### src/rtl/core/pure_pursuit_target_steer_assert.svh
// assertion macros for the core modules, included by ppts_back
`ifndef PURE_PURSUIT_TARGET_STEER_ASSERT_SVH
`define PURE_PURSUIT_TARGET_STEER_ASSERT_SVH

// same-cycle implication, needs i_clk and i_rst_n in scope
`define PPTS_ASSERT_NOW(lbl, ante, cons) \
    lbl: assert property (@(posedge i_clk) disable iff (!i_rst_n) (ante) |-> (cons)) \
        else $error("assertion failed");

// next-cycle implication
`define PPTS_ASSERT_NEXT(lbl, ante, cons) \
    lbl: assert property (@(posedge i_clk) disable iff (!i_rst_n) (ante) |=> (cons)) \
        else $error("assertion failed");

`endif

### src/rtl/core/ppts_pkg.sv
`timescale 1ns / 1ps
package ppts_pkg;

    typedef struct packed {
        logic [15:0] lookahead;
        logic [14:0] gentle_thr;
        logic [14:0] sharp_thr;
        logic [14:0] steer_lim;
        logic [15:0] straight_spd;
        logic [15:0] gentle_spd;
        logic [15:0] sharp_spd;
    } t_cfg;

    typedef enum logic [2:0] {
        REG_LOOKAHEAD    = 3'd0,
        REG_GENTLE_THR   = 3'd1,
        REG_SHARP_THR    = 3'd2,
        REG_STEER_LIM    = 3'd3,
        REG_STRAIGHT_SPD = 3'd4,
        REG_GENTLE_SPD   = 3'd5,
        REG_SHARP_SPD    = 3'd6
    } t_reg_idx;

    typedef enum logic [3:0] {
        S_IDLE,
        S_SQR,
        S_RINIT,
        S_ROOT,
        S_DEV,
        S_END,
        S_PREP,
        S_DIV,
        S_FIN
    } t_state;

endpackage

### src/rtl/core/ppts_if.sv
`timescale 1ns / 1ps
interface ppts_in_if #(parameter int CW = 24) ();
    logic                 valid;
    logic                 ready;
    logic signed [CW-1:0] point_x;
    logic signed [CW-1:0] point_y;
    logic                 last_point;

    modport source(output valid, point_x, point_y, last_point, input ready);
    modport sink(input valid, point_x, point_y, last_point, output ready);
endinterface

interface ppts_out_if #(parameter int IW = 12) ();
    logic              valid;
    logic              ready;
    logic signed [15:0] steer_cmd;
    logic [15:0]       drive_speed;
    logic [IW-1:0]     target_index;

    modport source(output valid, steer_cmd, drive_speed, target_index, input ready);
    modport sink(input valid, steer_cmd, drive_speed, target_index, output ready);
endinterface

### src/rtl/core/ppts_front.sv
`timescale 1ns / 1ps
module ppts_front #(
    parameter int MAX_POINTS = 4096,
    parameter int CW         = 24,
    parameter int IW         = 12,
    parameter int W          = 3 + IW + 2 * CW
) (
    input  logic         i_clk,
    input  logic         i_rst_n,
    ppts_in_if.sink      i_pt,
    input  logic         i_full,
    output logic         o_push,
    output logic [W-1:0] o_data
);
    localparam int CNTW = $clog2(MAX_POINTS + 1);

    logic [CNTW-1:0] r_cnt;
    logic [CNTW-1:0] n_cnt;
    logic            inrng;
    logic            cand;

    assign i_pt.ready = !i_full;
    assign o_push     = i_pt.valid && !i_full;
    assign inrng      = r_cnt < CNTW'(MAX_POINTS);
    assign cand       = inrng && !i_pt.point_x[CW-1];
    assign o_data     = {i_pt.last_point, inrng, cand, r_cnt[IW-1:0],
                         i_pt.point_x, i_pt.point_y};

    always_comb begin
        n_cnt = r_cnt;
        if (o_push) begin
            if (i_pt.last_point) begin
                n_cnt = '0;
            end else if (inrng) begin
                n_cnt = r_cnt + CNTW'(1);
            end
        end
    end

    always_ff @(posedge i_clk) begin
        if (!i_rst_n) begin
            r_cnt <= '0;
        end else begin
            r_cnt <= n_cnt;
        end
    end
endmodule

### src/rtl/core/ppts_fifo.sv
`timescale 1ns / 1ps
module ppts_fifo #(
    parameter int W = 8
) (
    input  logic         i_clk,
    input  logic         i_rst_n,
    input  logic         i_push,
    input  logic [W-1:0] i_data,
    input  logic         i_pop,
    output logic         o_full,
    output logic         o_valid,
    output logic [W-1:0] o_data
);
    logic [W-1:0] r_mem [2];
    logic [1:0]   r_cnt;
    logic         r_wp;
    logic         r_rp;

    assign o_full  = r_cnt == 2'd2;
    assign o_valid = r_cnt != 2'd0;
    assign o_data  = r_mem[r_rp];

    always_ff @(posedge i_clk) begin
        if (i_push) begin
            r_mem[r_wp] <= i_data;
        end
    end

    always_ff @(posedge i_clk) begin
        if (!i_rst_n) begin
            r_cnt <= '0;
            r_wp  <= 1'b0;
            r_rp  <= 1'b0;
        end else begin
            if (i_push) begin
                r_wp <= !r_wp;
            end
            if (i_pop) begin
                r_rp <= !r_rp;
            end
            r_cnt <= r_cnt + 2'(i_push) - 2'(i_pop);
        end
    end
endmodule

### src/rtl/core/ppts_back.sv
`timescale 1ns / 1ps
module ppts_back #(
    parameter int CW   = 24,
    parameter int IW   = 12,
    parameter int FB   = 12,
    parameter int W    = 3 + IW + 2 * CW
) (
    input  logic           i_clk,
    input  logic           i_rst_n,
    input  ppts_pkg::t_cfg i_cfg,
    input  logic           i_valid,
    input  logic [W-1:0]   i_data,
    output logic           o_pop,
    ppts_out_if.source     o_res
);
    import ppts_pkg::*;
    `include "pure_pursuit_target_steer_assert.svh"

    localparam int SW   = 2 * CW;
    localparam int DVW  = ((CW > 16) ? CW : 16) + 1;
    localparam int NUMW = CW + 1 + 2 * FB;
    localparam int DCW  = $clog2(NUMW + 1);

    t_state r_state;
    t_state n_state;

    logic signed [CW-1:0] r_y;
    logic [CW-1:0]        r_xm;
    logic [CW-1:0]        r_ym;
    logic [IW-1:0]        r_idx;
    logic                 r_last;
    logic [SW-1:0]        r_xsq;
    logic [SW-1:0]        r_ysq;
    logic [SW-1:0]        r_rad;
    logic [CW+1:0]        r_rem;
    logic [CW-1:0]        r_root;
    logic [DCW-1:0]       r_cnt;
    logic [DVW-1:0]       r_best;
    logic [IW-1:0]        r_pbi;
    logic signed [CW-1:0] r_pby;
    logic                 r_found;
    logic [IW-1:0]        r_held_idx;
    logic signed [CW-1:0] r_held_y;
    logic [NUMW-1:0]      r_num;
    logic [NUMW-1:0]      r_q;
    logic [32:0]          r_r;
    logic [31:0]          r_den;
    logic                 r_inf;
    logic                 r_ovalid;
    logic signed [15:0]   r_steer;
    logic [15:0]          r_speed;
    logic [IW-1:0]        r_tidx;

    logic signed [CW-1:0] in_x;
    logic signed [CW-1:0] in_y;
    logic [IW-1:0]        in_idx;
    logic                 in_cand;
    logic                 in_rng;
    logic                 in_last;
    logic [CW+1:0]        rem_nx;
    logic [CW+1:0]        trial;
    logic [DVW-1:0]       d_ext;
    logic [DVW-1:0]       l_ext;
    logic [DVW-1:0]       dev;
    logic [32:0]          rr;
    logic [CW-1:0]        hy_mag;
    logic                 big;
    logic [14:0]          m15;
    logic [14:0]          mc;
    logic                 load;

    assign in_y    = i_data[CW-1:0];
    assign in_x    = i_data[2*CW-1:CW];
    assign in_idx  = i_data[2*CW+IW-1:2*CW];
    assign in_cand = i_data[2*CW+IW];
    assign in_rng  = i_data[2*CW+IW+1];
    assign in_last = i_data[2*CW+IW+2];

    assign o_pop   = (r_state == S_IDLE) && i_valid;
    assign rem_nx  = {r_rem[CW-1:0], r_rad[SW-1:SW-2]};
    assign trial   = {r_root, 2'b01};
    assign d_ext   = DVW'(r_root);
    assign l_ext   = DVW'(i_cfg.lookahead);
    assign dev     = (d_ext >= l_ext) ? d_ext - l_ext : l_ext - d_ext;
    assign rr      = {r_r[31:0], r_num[NUMW-1]};
    assign hy_mag  = r_held_y[CW-1] ? CW'(-r_held_y) : CW'(r_held_y);
    assign big     = r_inf || (|r_q[NUMW-1:15]);
    assign m15     = r_q[14:0];
    assign mc      = (big || m15 > i_cfg.steer_lim) ? i_cfg.steer_lim : m15;
    assign load    = (r_state == S_FIN) && (!r_ovalid || o_res.ready);

    assign o_res.valid          = r_ovalid;
    assign o_res.steer_cmd      = r_steer;
    assign o_res.drive_speed    = r_speed;
    assign o_res.target_index   = r_tidx;

    always_ff @(posedge i_clk) begin
        if (!i_rst_n) begin
            r_state <= S_IDLE;
        end else begin
            r_state <= n_state;
        end
    end

    always_comb begin
        n_state = r_state;
        unique case (r_state)
            S_IDLE: begin
                if (i_valid) begin
                    if (in_cand) begin
                        n_state = S_SQR;
                    end else if (in_last) begin
                        n_state = S_END;
                    end
                end
            end
            S_SQR:   n_state = S_RINIT;
            S_RINIT: n_state = S_ROOT;
            S_ROOT: begin
                if (r_cnt == DCW'(1)) begin
                    n_state = S_DEV;
                end
            end
            S_DEV:   n_state = r_last ? S_END : S_IDLE;
            S_END:   n_state = S_PREP;
            S_PREP: begin
                if (hy_mag == '0 || i_cfg.lookahead == '0) begin
                    n_state = S_FIN;
                end else begin
                    n_state = S_DIV;
                end
            end
            S_DIV: begin
                if (r_cnt == DCW'(1)) begin
                    n_state = S_FIN;
                end
            end
            S_FIN: begin
                if (load) begin
                    n_state = S_IDLE;
                end
            end
            default: n_state = S_IDLE;
        endcase
    end

    always_ff @(posedge i_clk) begin
        case (r_state)
            S_IDLE: begin
                r_y    <= in_y;
                r_xm   <= in_x;
                r_ym   <= in_y[CW-1] ? CW'(-in_y) : CW'(in_y);
                r_idx  <= in_idx;
                r_last <= in_last;
            end
            S_SQR: begin
                r_xsq <= SW'(r_xm) * SW'(r_xm);
                r_ysq <= SW'(r_ym) * SW'(r_ym);
            end
            S_RINIT: begin
                r_rad  <= r_xsq + r_ysq;
                r_rem  <= '0;
                r_root <= '0;
                r_cnt  <= DCW'(CW);
            end
            S_ROOT: begin
                r_rad <= {r_rad[SW-3:0], 2'b00};
                r_cnt <= r_cnt - DCW'(1);
                if (rem_nx >= trial) begin
                    r_rem  <= rem_nx - trial;
                    r_root <= {r_root[CW-2:0], 1'b1};
                end else begin
                    r_rem  <= rem_nx;
                    r_root <= {r_root[CW-2:0], 1'b0};
                end
            end
            S_PREP: begin
                r_num <= NUMW'(hy_mag) << (1 + 2 * FB);
                r_den <= 32'(i_cfg.lookahead) * 32'(i_cfg.lookahead);
                r_q   <= '0;
                r_r   <= '0;
                r_cnt <= DCW'(NUMW);
                r_inf <= (hy_mag != '0) && (i_cfg.lookahead == '0);
            end
            S_DIV: begin
                r_num <= {r_num[NUMW-2:0], 1'b0};
                r_cnt <= r_cnt - DCW'(1);
                if (rr >= {1'b0, r_den}) begin
                    r_r <= rr - {1'b0, r_den};
                    r_q <= {r_q[NUMW-2:0], 1'b1};
                end else begin
                    r_r <= rr;
                    r_q <= {r_q[NUMW-2:0], 1'b0};
                end
            end
            default: begin
            end
        endcase
        if (load) begin
            r_steer <= r_held_y[CW-1] ? -$signed({1'b0, mc}) : $signed({1'b0, mc});
            r_tidx  <= r_held_idx;
            if (big || m15 > i_cfg.gentle_thr) begin
                r_speed <= (big || m15 > i_cfg.sharp_thr) ? i_cfg.sharp_spd
                                                         : i_cfg.gentle_spd;
            end else begin
                r_speed <= i_cfg.straight_spd;
            end
        end
    end

    always_ff @(posedge i_clk) begin
        if (!i_rst_n) begin
            r_best     <= '1;
            r_pbi      <= '0;
            r_pby      <= '0;
            r_found    <= 1'b0;
            r_held_idx <= '0;
            r_held_y   <= '0;
            r_ovalid   <= 1'b0;
        end else begin
            if (o_pop && in_rng && in_idx == r_held_idx) begin
                r_held_y <= in_y;
            end
            if (r_state == S_DEV && dev < r_best) begin
                r_best  <= dev;
                r_pbi   <= r_idx;
                r_pby   <= r_y;
                r_found <= 1'b1;
            end
            if (r_state == S_END && r_found) begin
                r_held_idx <= r_pbi;
                r_held_y   <= r_pby;
            end
            if (load) begin
                r_ovalid <= 1'b1;
                r_best   <= '1;
                r_pbi    <= '0;
                r_pby    <= '0;
                r_found  <= 1'b0;
            end else if (o_res.ready) begin
                r_ovalid <= 1'b0;
            end
        end
    end

    `PPTS_ASSERT_NEXT(a_root_done, r_state == S_ROOT && r_cnt == DCW'(1), r_state == S_DEV)
    `PPTS_ASSERT_NEXT(a_pass_clear, load, !r_found && r_best == '1 && r_ovalid)
    `PPTS_ASSERT_NEXT(a_fin_hold, r_state == S_FIN && r_ovalid && !o_res.ready,
                      r_state == S_FIN)
    `PPTS_ASSERT_NOW(a_pop_idle, o_pop, r_state == S_IDLE && i_valid)
endmodule

### src/rtl/core/pure_pursuit_target_steer.sv
`timescale 1ns / 1ps
// channel  dir  payload                                      transfer
// i_pt     in   point_x, point_y, last_point                 valid && ready
// o_res    out  steer_cmd, drive_speed, target_index         valid && ready
// apb      in   psel, penable, pwrite, paddr, pwdata         psel && penable && pwrite
//
// a waypoint with x < 0 is popped without a distance step in the back end, a candidate
// goes through the squares, then a one-bit-per-cycle square root
// the last point of a pass adds the bit-serial divide
// a two-entry queue decouples input acceptance from the back end
// synchronous active-low reset, no clearing pass; the back end holds a finished
// result until the output transfer and stalls on a full output register
module pure_pursuit_target_steer #(
    parameter int MAX_POINTS  = 4096,
    parameter int COORD_WIDTH = 24,
    parameter int FRAC_BITS   = 12
) (
    input  logic        i_clk,
    input  logic        i_rst_n,
    ppts_in_if.sink     i_pt,
    ppts_out_if.source  o_res,
    input  logic        psel,
    input  logic        penable,
    input  logic        pwrite,
    input  logic [4:0]  paddr,
    input  logic [31:0] pwdata,
    output logic [31:0] prdata,
    output logic        pready
);
    import ppts_pkg::*;

    localparam int IW = $clog2(MAX_POINTS);
    localparam int W  = 3 + IW + 2 * COORD_WIDTH;

    t_cfg         r_cfg;
    t_reg_idx     ridx;
    logic         f_push;
    logic [W-1:0] f_wdata;
    logic         f_full;
    logic         f_valid;
    logic [W-1:0] f_rdata;
    logic         f_pop;

    assign pready = 1'b1;
    assign ridx   = t_reg_idx'(paddr[4:2]);

    always_ff @(posedge i_clk) begin
        if (!i_rst_n) begin
            r_cfg.lookahead    <= 16'd4096;
            r_cfg.gentle_thr   <= 15'd410;
            r_cfg.sharp_thr    <= 15'd819;
            r_cfg.steer_lim    <= 15'd1638;
            r_cfg.straight_spd <= 16'd16384;
            r_cfg.gentle_spd   <= 16'd14336;
            r_cfg.sharp_spd    <= 16'd10240;
        end else if (psel && penable && pwrite) begin
            unique case (ridx)
                REG_LOOKAHEAD:    r_cfg.lookahead    <= pwdata[15:0];
                REG_GENTLE_THR:   r_cfg.gentle_thr   <= pwdata[14:0];
                REG_SHARP_THR:    r_cfg.sharp_thr    <= pwdata[14:0];
                REG_STEER_LIM:    r_cfg.steer_lim    <= pwdata[14:0];
                REG_STRAIGHT_SPD: r_cfg.straight_spd <= pwdata[15:0];
                REG_GENTLE_SPD:   r_cfg.gentle_spd   <= pwdata[15:0];
                REG_SHARP_SPD:    r_cfg.sharp_spd    <= pwdata[15:0];
                default: begin
                end
            endcase
        end
    end

    always_comb begin
        unique case (ridx)
            REG_LOOKAHEAD:    prdata = 32'(r_cfg.lookahead);
            REG_GENTLE_THR:   prdata = 32'(r_cfg.gentle_thr);
            REG_SHARP_THR:    prdata = 32'(r_cfg.sharp_thr);
            REG_STEER_LIM:    prdata = 32'(r_cfg.steer_lim);
            REG_STRAIGHT_SPD: prdata = 32'(r_cfg.straight_spd);
            REG_GENTLE_SPD:   prdata = 32'(r_cfg.gentle_spd);
            REG_SHARP_SPD:    prdata = 32'(r_cfg.sharp_spd);
            default:          prdata = '0;
        endcase
    end

    ppts_front #(
        .MAX_POINTS(MAX_POINTS),
        .CW        (COORD_WIDTH),
        .IW        (IW),
        .W         (W)
    ) u_front (
        .i_clk  (i_clk),
        .i_rst_n(i_rst_n),
        .i_pt   (i_pt),
        .i_full (f_full),
        .o_push (f_push),
        .o_data (f_wdata)
    );

    ppts_fifo #(
        .W(W)
    ) u_fifo (
        .i_clk  (i_clk),
        .i_rst_n(i_rst_n),
        .i_push (f_push),
        .i_data (f_wdata),
        .i_pop  (f_pop),
        .o_full (f_full),
        .o_valid(f_valid),
        .o_data (f_rdata)
    );

    ppts_back #(
        .CW(COORD_WIDTH),
        .IW(IW),
        .FB(FRAC_BITS),
        .W (W)
    ) u_back (
        .i_clk  (i_clk),
        .i_rst_n(i_rst_n),
        .i_cfg  (r_cfg),
        .i_valid(f_valid),
        .i_data (f_rdata),
        .o_pop  (f_pop),
        .o_res  (o_res)
    );
endmodule

### src/flat_wrapper.sv
// flat-port wrapper written by rule: the top's interface ports become plain ports
module pure_pursuit_target_steer_flat import ppts_pkg::*;
#(
    parameter int MAX_POINTS  = 4096,
    parameter int COORD_WIDTH = 24,
    parameter int FRAC_BITS   = 12
)
  (i_clk, i_rst_n, psel, penable, pwrite, paddr, pwdata, prdata, pready, i_pt_valid, i_pt_point_x, i_pt_point_y, i_pt_last_point, i_pt_ready, o_res_valid, o_res_steer_cmd, o_res_drive_speed, o_res_target_index, o_res_ready);
  ppts_in_if #(.CW(24)) i_pt_i ();
  ppts_out_if #(.IW(12)) o_res_i ();
  input  logic i_clk;
  input  logic i_rst_n;
  input  logic psel;
  input  logic penable;
  input  logic pwrite;
  input  logic [4:0] paddr;
  input  logic [31:0] pwdata;
  output logic [31:0] prdata;
  output logic pready;
  input wire logic [$bits(i_pt_i.valid)-1:0] i_pt_valid;
  input wire logic [$bits(i_pt_i.point_x)-1:0] i_pt_point_x;
  input wire logic [$bits(i_pt_i.point_y)-1:0] i_pt_point_y;
  input wire logic [$bits(i_pt_i.last_point)-1:0] i_pt_last_point;
  output wire logic [$bits(i_pt_i.ready)-1:0] i_pt_ready;
  output wire logic [$bits(o_res_i.valid)-1:0] o_res_valid;
  output wire logic [$bits(o_res_i.steer_cmd)-1:0] o_res_steer_cmd;
  output wire logic [$bits(o_res_i.drive_speed)-1:0] o_res_drive_speed;
  output wire logic [$bits(o_res_i.target_index)-1:0] o_res_target_index;
  input wire logic [$bits(o_res_i.ready)-1:0] o_res_ready;
  assign i_pt_i.valid = i_pt_valid;
  assign i_pt_i.point_x = i_pt_point_x;
  assign i_pt_i.point_y = i_pt_point_y;
  assign i_pt_i.last_point = i_pt_last_point;
  assign i_pt_ready = i_pt_i.ready;
  assign o_res_valid = o_res_i.valid;
  assign o_res_steer_cmd = o_res_i.steer_cmd;
  assign o_res_drive_speed = o_res_i.drive_speed;
  assign o_res_target_index = o_res_i.target_index;
  assign o_res_i.ready = o_res_ready;
  pure_pursuit_target_steer #(.MAX_POINTS(MAX_POINTS), .COORD_WIDTH(COORD_WIDTH), .FRAC_BITS(FRAC_BITS)) u_core (.i_clk(i_clk), .i_rst_n(i_rst_n), .i_pt(i_pt_i), .o_res(o_res_i), .psel(psel), .penable(penable), .pwrite(pwrite), .paddr(paddr), .pwdata(pwdata), .prdata(prdata), .pready(pready));
endmodule
### config.mk
export PLATFORM = sky130hd
export DESIGN_NAME = pure_pursuit_target_steer_flat
export DESIGN_NICKNAME = d
export VERILOG_FILES = /design/src/rtl/core/ppts_pkg.sv /design/src/rtl/core/ppts_if.sv /design/src/rtl/core/ppts_front.sv /design/src/rtl/core/ppts_fifo.sv /design/src/rtl/core/ppts_back.sv /design/src/rtl/core/pure_pursuit_target_steer.sv /design/src/flat_wrapper.sv
export VERILOG_INCLUDE_DIRS = /design/src /design/src/rtl/core
export SDC_FILE = /design/constraint.sdc
export NUM_CORES = 2
export LEC_CHECK = 0
export ABC_AREA = 1
export BUFFER_PORTS_ARGS = -buffer_cell sky130_fd_sc_hd__buf_4
export CAP_MARGIN = 20
export CORE_UTILIZATION = 60
export DETAILED_ROUTE_END_ITERATION = 7
export HOLD_SLACK_MARGIN = 0.08
export PLACE_DENSITY = 0.86
export SLEW_MARGIN = 10
export SYNTH_ARGS = -nofsm -noshare
export SYNTH_HDL_FRONTEND = slang
export SYNTH_SLANG_ARGS = --single-unit
### constraint.sdc
create_clock -name i_clk -period 8.8 [get_ports i_clk]
set_clock_uncertainty 0.2 [all_clocks]
set_input_delay 0.44 -clock i_clk [delete_from_list [all_inputs] [get_ports i_clk]]
set_output_delay 0.44 -clock i_clk [all_outputs]
set_load 0.02 [all_outputs]
Word-level counts from Yosys, hierarchy flattened
Memories as Yosys holds them, arrays and structs flattened. A register that Yosys moved wholly into a read port is not among the register bits.
Index checks and enable logic that the tools add are counted.
{"block": "word_totals", "mem_count": 1, "ram_bits": 126, "elab_cells": 171, "input_bits": 93, "output_inout_bits": 79, "ff_bits": 719}
{"block": "op_classes", "n_mux": 38, "n_eq_ne": 22, "n_addsub": 12, "n_mul": 3, "bitwise": 1, "order_cmp": 8, "reduce_logical": 46}
{"memory": "u_core.u_fifo.r_mem", "depth": 2, "word_bits": 63, "rd": 1, "rd_ports_with_merged_regs": 1, "wr": 1, "line": "ppts_fifo.sv:14", "text": "logic [W-1:0] r_mem [2];"}
{"cell": "$pmux W49 S2", "n": 2}
{"cell": "$pmux W16 S7", "n": 1}
{"cell": "$mul A24 B24 Y48", "n": 2}
{"cell": "$mux W24", "n": 4}
{"cell": "$pmux W24 S2", "n": 2}
{"cell": "$pmux W48 S2", "n": 1}
{"cell": "$pmux W32 S2", "n": 1}
{"cell": "$add A48 B48 Y48", "n": 1}
{"cell": "$neg A24 Y24", "n": 2}
{"cell": "$gt A15 B15 Y1", "n": 3}
{"cell": "$pmux W4 S9", "n": 1}
{"cell": "$reduce_or A34 Y1", "n": 1}
{"cell": "$ge A33 B32 Y1", "n": 1}
{"cell": "$mul A16 B16 Y32", "n": 1}
{"cell": "$mux W16", "n": 2}
{"cell": "$mux W32", "n": 1}
{"cell": "$sub A32 B32 Y32", "n": 1}
{"cell": "$mux W15", "n": 2}
{"cell": "$mux W4", "n": 7}
{"cell": "$ge A26 B26 Y1", "n": 1}
{"cell": "$mux W13", "n": 2}
{"cell": "$lt A25 B25 Y1", "n": 1}
{"cell": "$mux W25", "n": 1}
{"cell": "$sub A16 B24 Y25", "n": 1}
{"cell": "39 further kinds", "n": 88}

Depth between registers and ports, before layout
{"block": "logic_depth", "ltp_word": 6, "mapped_depth": 30, "ltp_nobuf": 29}

By module
From an unflattened synthesis, not the netlist that was laid out.
{"block": "unflattened", "cells_unflattened": 10066, "area_unflattened_um2": 85099.1}
{"module": "ppts_back", "instances": 1, "cells_per_inst": 8809, "seq_area_each_um2": 15905.3, "area_per_inst_um2": 73401.6}
{"module": "pure_pursuit_target_steer", "instances": 1, "cells_per_inst": 861, "seq_area_each_um2": 2182.1, "area_per_inst_um2": 5456.5}
{"module": "ppts_fifo", "instances": 1, "cells_per_inst": 229, "seq_area_each_um2": 3883.7, "area_per_inst_um2": 5074.9}
{"module": "ppts_front", "instances": 1, "cells_per_inst": 167, "seq_area_each_um2": 260.2, "area_per_inst_um2": 1166.1}

Worst setup path after synthesis
OpenSTA, ideal clock, no wires.
{"block": "synth_timing", "kind": "register to register", "start": "register u_core.u_back.r_state[2]", "end": "register u_core.u_back.r_state[0]", "required_time_ns": 8.530, "synth_period_minus_slack_ns": 6.998, "path_stages_with_launch": 11, "setup_time_ns": 0.070, "n_path_buf": 0, "arrival_ns": 6.728, "setup_slack_ns": 1.802, "cell_sequence": "dfxtp_1 > inv_1 > nor2_1 > inv_1 > nor2_1 > nand2_1 > inv_1 > nand3_1 > nand3_1 > nand2_1 > a21oi_1"}
{"block": "synth_via", "elab_chain_len": 4, "word_cells_on_any_way": 17, "classes_between": "eq/ne: 13; mux: 1; reduce/logical: 3"}
{"item": "from (decl)", "line": "ppts_back.sv:24", "text": "t_state r_state;"}
{"item": "from (signal assigned)", "line": "ppts_back.sv:101", "text": "r_state <= n_state;"}
{"item": "$eq A4 B4 Y1", "line": "ppts_back.sv:90, ppts_back.sv:107"}
{"item": "$logic_and A1 B1 Y1", "line": "ppts_back.sv:90", "text": "assign load = (r_state == S_FIN) && (!r_ovalid || o_res.ready);"}
{"item": "$ne A2 B2 Y1 (no source line)"}
{"item": "$reduce_and A5 Y1 (no source line)"}
Several ways; a longest one is shown, not always the timed one.
A chain may end at the register's enable or synchronous reset.

Worst setup path in the final report
{"block": "layout_timing", "start": "register u_core.u_back.r_xm[2]", "end": "register u_core.u_back.r_xsq[47] (data pin)"}
{"block": "layout_via", "elab_chain_len": 1}
{"item": "from (decl)", "line": "ppts_back.sv:28", "text": "logic [CW-1:0] r_xm;"}
{"item": "from (signal assigned)", "line": "ppts_back.sv:151", "text": "r_xm <= in_x;"}
{"item": "$mul A24 B24 Y48", "line": "ppts_back.sv:157", "text": "r_xsq <= SW'(r_xm) * SW'(r_xm);"}
{"item": "to (signal assigned)", "line": "ppts_back.sv:157"}
{"item": "to (decl)", "line": "ppts_back.sv:32", "text": "logic [SW-1:0] r_xsq;"}
No other way between the ends.

==> results.yml <==
synth:
  yosysUniqueCellTypes: 68
  async_reset_ff_frac: 0
  syn_area_mm2: 0.0829
  netlist.area_leader.share: 0.244
  synth_compound_area_frac: 0.0916
  synth_top_family_by_area: "adder cells"
  ys.flop_type: "edfxtp_1"
  synth_xor_area_frac: 0.0289
  synthAdderAreaFrac: 0.343
  synth_seq_cells: 817
  avgSynthCellArea_um2: 8.48
  synth_edf_count: 587
  synth_most_common_cell: "inv_1"
  synthCells: 9775
  synth_mux_area_frac: 0.000121
  seq_area_frac_synth: 0.268
  ys.warnings.count: 0
  synth_common_cells: "inv_1, nand2_1, fa_1"
  synth_top_area_cell: "fa_1"
  synth-simple-area-share: 0.146
  yosys-top-cells-area: "fa_1, edfxtp_1, inv_1"
cts:
  clockBufferDepth: 3
  clkTransAtPathRegs_ns: 0.07
  cts.repair.resized: 0
  cts_tree: "built"
  cts_buffers: 88
  cts.sinks: 817
  h-tree-depth: 3
  clk_root_buffer_cell: "clkbuf_16"
  clkLatencyLatePin_ns: 0.78
final_layout:
  nFillCells: 10599
  stdcell_count: 11743
  final_area_mm2: 0.0894
  final_net_count: 11635
  drive_above_1_share: 0.0457
  final_core_utilization: 0.651
  synthToLayoutAreaGrowth_pct: 7.75
floorplanning:
  dieArea_mm2: 0.140
  rows: 136
  coreArea_mm2: 0.137
  num_io_pins: 172
  dieWidth_um: 374
  initial_utilization: 0.604
  die_height_um: 374
drt:
  drt-pass1-iter-count: 8
  ant_nets: 0
  vias_per_cell: 5.57
  wl_per_cell_um: 17.7
  drc: 7
  via_count: 65398
  drt_wl_total_mm: 208
  drt_iter0_markers: 5898
global_route:
  grt.overflow.total: 0
  grt_max_degree: 110
  grt_pass1_wl_mm: 342
  first_global_vias: 69118
  track_usage: 0.303
  antenna_found_initial: 5
critical_path:
  cp-start-kind: "register"
  required_ns: 9.03
  cp_max_fo: 24
  cp.arrival_ns: 8.13
  endpoint_kind: "register"
  path_class: "register to register"
timing:
  fin_crit_ns: 7.90
  report.final.slew_viol_count: 0
  relSlewSlack: 0.175
  tightest_slew_ns: 1.24
  tns_ns: 0
  finalSetupViolations: 0
  hold_violations: 0
  period_share: 0.897
  rsz0062_at_grt: "no"
  fmaxAchievable_mhz: 127
run_status:
  violations: "DRC"
  status: "finished with violations"
place:
  placed_area_mm2: 0.0856
  place_inst: 11506
  gp_congestion: 0.987
  dpl.hpwl_mm: 162
  portBuffers: 136
hold_path:
  hold_class: "input port to register"
run:
  drv_cap: 0
==> stage by stage <==
stage | hold slack [ns] | setup WS (ns)
after floorplan | 0.208 | 1.80
after global placement | 0.219 | 1.16
after detailed placement | 0.216 | 1.03
after CTS | 0.134 | 0.898
after global routing | 0.167 | 0.474
final | 0.183 | 0.904
==> layout make-up <==
class	instances	area, um^2	share of cell area
multi-input combinational	6328	50700	0.568
sequential	817	22200	0.249
inverter	2362	8870	0.0992
clock buffer	116	2430	0.0272
timing repair buffer	277	2290	0.0257
tap	1794	2240	0.0251
clock inverter	47	554	0.00620
antenna	2	5.00	0.0000560
==> worst paths after layout <==
path | from | endpoint | slack [ns] | cells after the start
worst max-delay path | u_core.u_back.r_xm[2] | u_core.u_back.r_xsq[47] | 0.90 | 22
worst min-delay path | i_pt_point_y[14] | u_core.u_fifo.r_mem[1][14] | 0.18 | 2
worst max register to register | u_core.u_back.r_xm[2] | u_core.u_back.r_xsq[47] | 0.90 | 22
worst min register to register | u_core.u_back.r_held_idx[4] | u_core.u_back.o_res.target_index[4] | 0.22 | 0
==> registers in the layout, indices dropped and copies added, names as in the netlist, 13 cells and up, named ones only <==
name / flops
u_core.u_fifo.r_mem: 126
u_core.r_cfg: 109
u_core.u_back.r_q: 49
u_core.u_back.r_rad: 48
u_core.u_back.r_xsq: 47
u_core.u_back.r_ysq: 47
u_core.u_back.r_r: 32
u_core.u_back.r_den: 31
u_core.u_back.r_best: 25
u_core.u_back.r_held_y: 24
u_core.u_back.r_num: 24
u_core.u_back.r_pby: 24
u_core.u_back.r_rem: 24
u_core.u_back.r_root: 24
u_core.u_back.r_xm: 24
u_core.u_back.r_y: 24
u_core.u_back.r_ym: 23
u_core.u_back.o_res.drive_speed: 16
u_core.u_back.o_res.steer_cmd: 16
u_core.u_front.r_cnt: 13
==> layer usage <==
metal	up-vias	part of all wire	global-route usage	wire length [um]
met5	-	0.000063	0	13
met4	2	0.042	0.128	8740
met3	614	0.078	0.0474	16300
met2	2820	0.48	0.507	99400
met1	31588	0.40	0.391	83200
li1	30374	-	-	-
==> timing repair <==
| action | CTS | global route |
|---|---|---|
| buffers inserted | 0 | 0 |
| hold endpoints to repair | 258 | 0 |
| hold buffers | 68 | 0 |
==> worst max-delay path: stages, from the launching register on <==
cell	delay, ns
edfxtp_1	1.09
nand2_1	0.27
fa_1	0.60
inv_1	0.05
fa_1	0.51
fa_1	0.56
inv_1	0.06
fa_1	0.52
inv_1	0.08
fa_1	0.50
fa_1	0.49
inv_1	0.05
fa_1	0.47
inv_1	0.04
ha_1	0.36
nand2_1	0.12
nor2_1	0.24
nand2_1	0.11
nor4_1	0.51
nand3_1	0.15
nand3_1	0.24
a31oi_1	0.15
xor2_1	0.16
==> cell usage in the layout, fill, tap and decap left out, types with 22 or more instances in the layout <==
cell type,Yosys,layout
a21o_1,51,51
a21oi_1,528,528
a31oi_1,61,61
buf_4,24,205
clkbuf_16,0,89
dfxtp_1,230,229
dlygate4sd3_1,0,68
edfxtp_1,587,587
fa_1,1010,1010
ha_1,658,658
inv_1,2339,2339
nand2_1,1869,1868
nand3_1,203,202
nand4_1,49,49
nor2_1,720,710
nor3_1,46,46
nor4_1,22,22
o211ai_1,30,30
o21a_1,24,24
o21ai_0,505,505
o21ai_1,26,26
o21bai_1,26,26
or2_2,27,27
xnor2_1,91,91
xor2_1,183,183
==> cell families after synthesis <==
kind of cell	after synthesis
and+or+nand+nor	3004
AOI/OAI and AO/OA	1364
xor gates and xnor gates	274
other	2
buffers and inverters	2645
muxes	1
adders and majority gates	1668
DFF	817
Power is not shown: default switching activity piles up to over one toggle a cycle in this logic, so the estimate is an artifact.
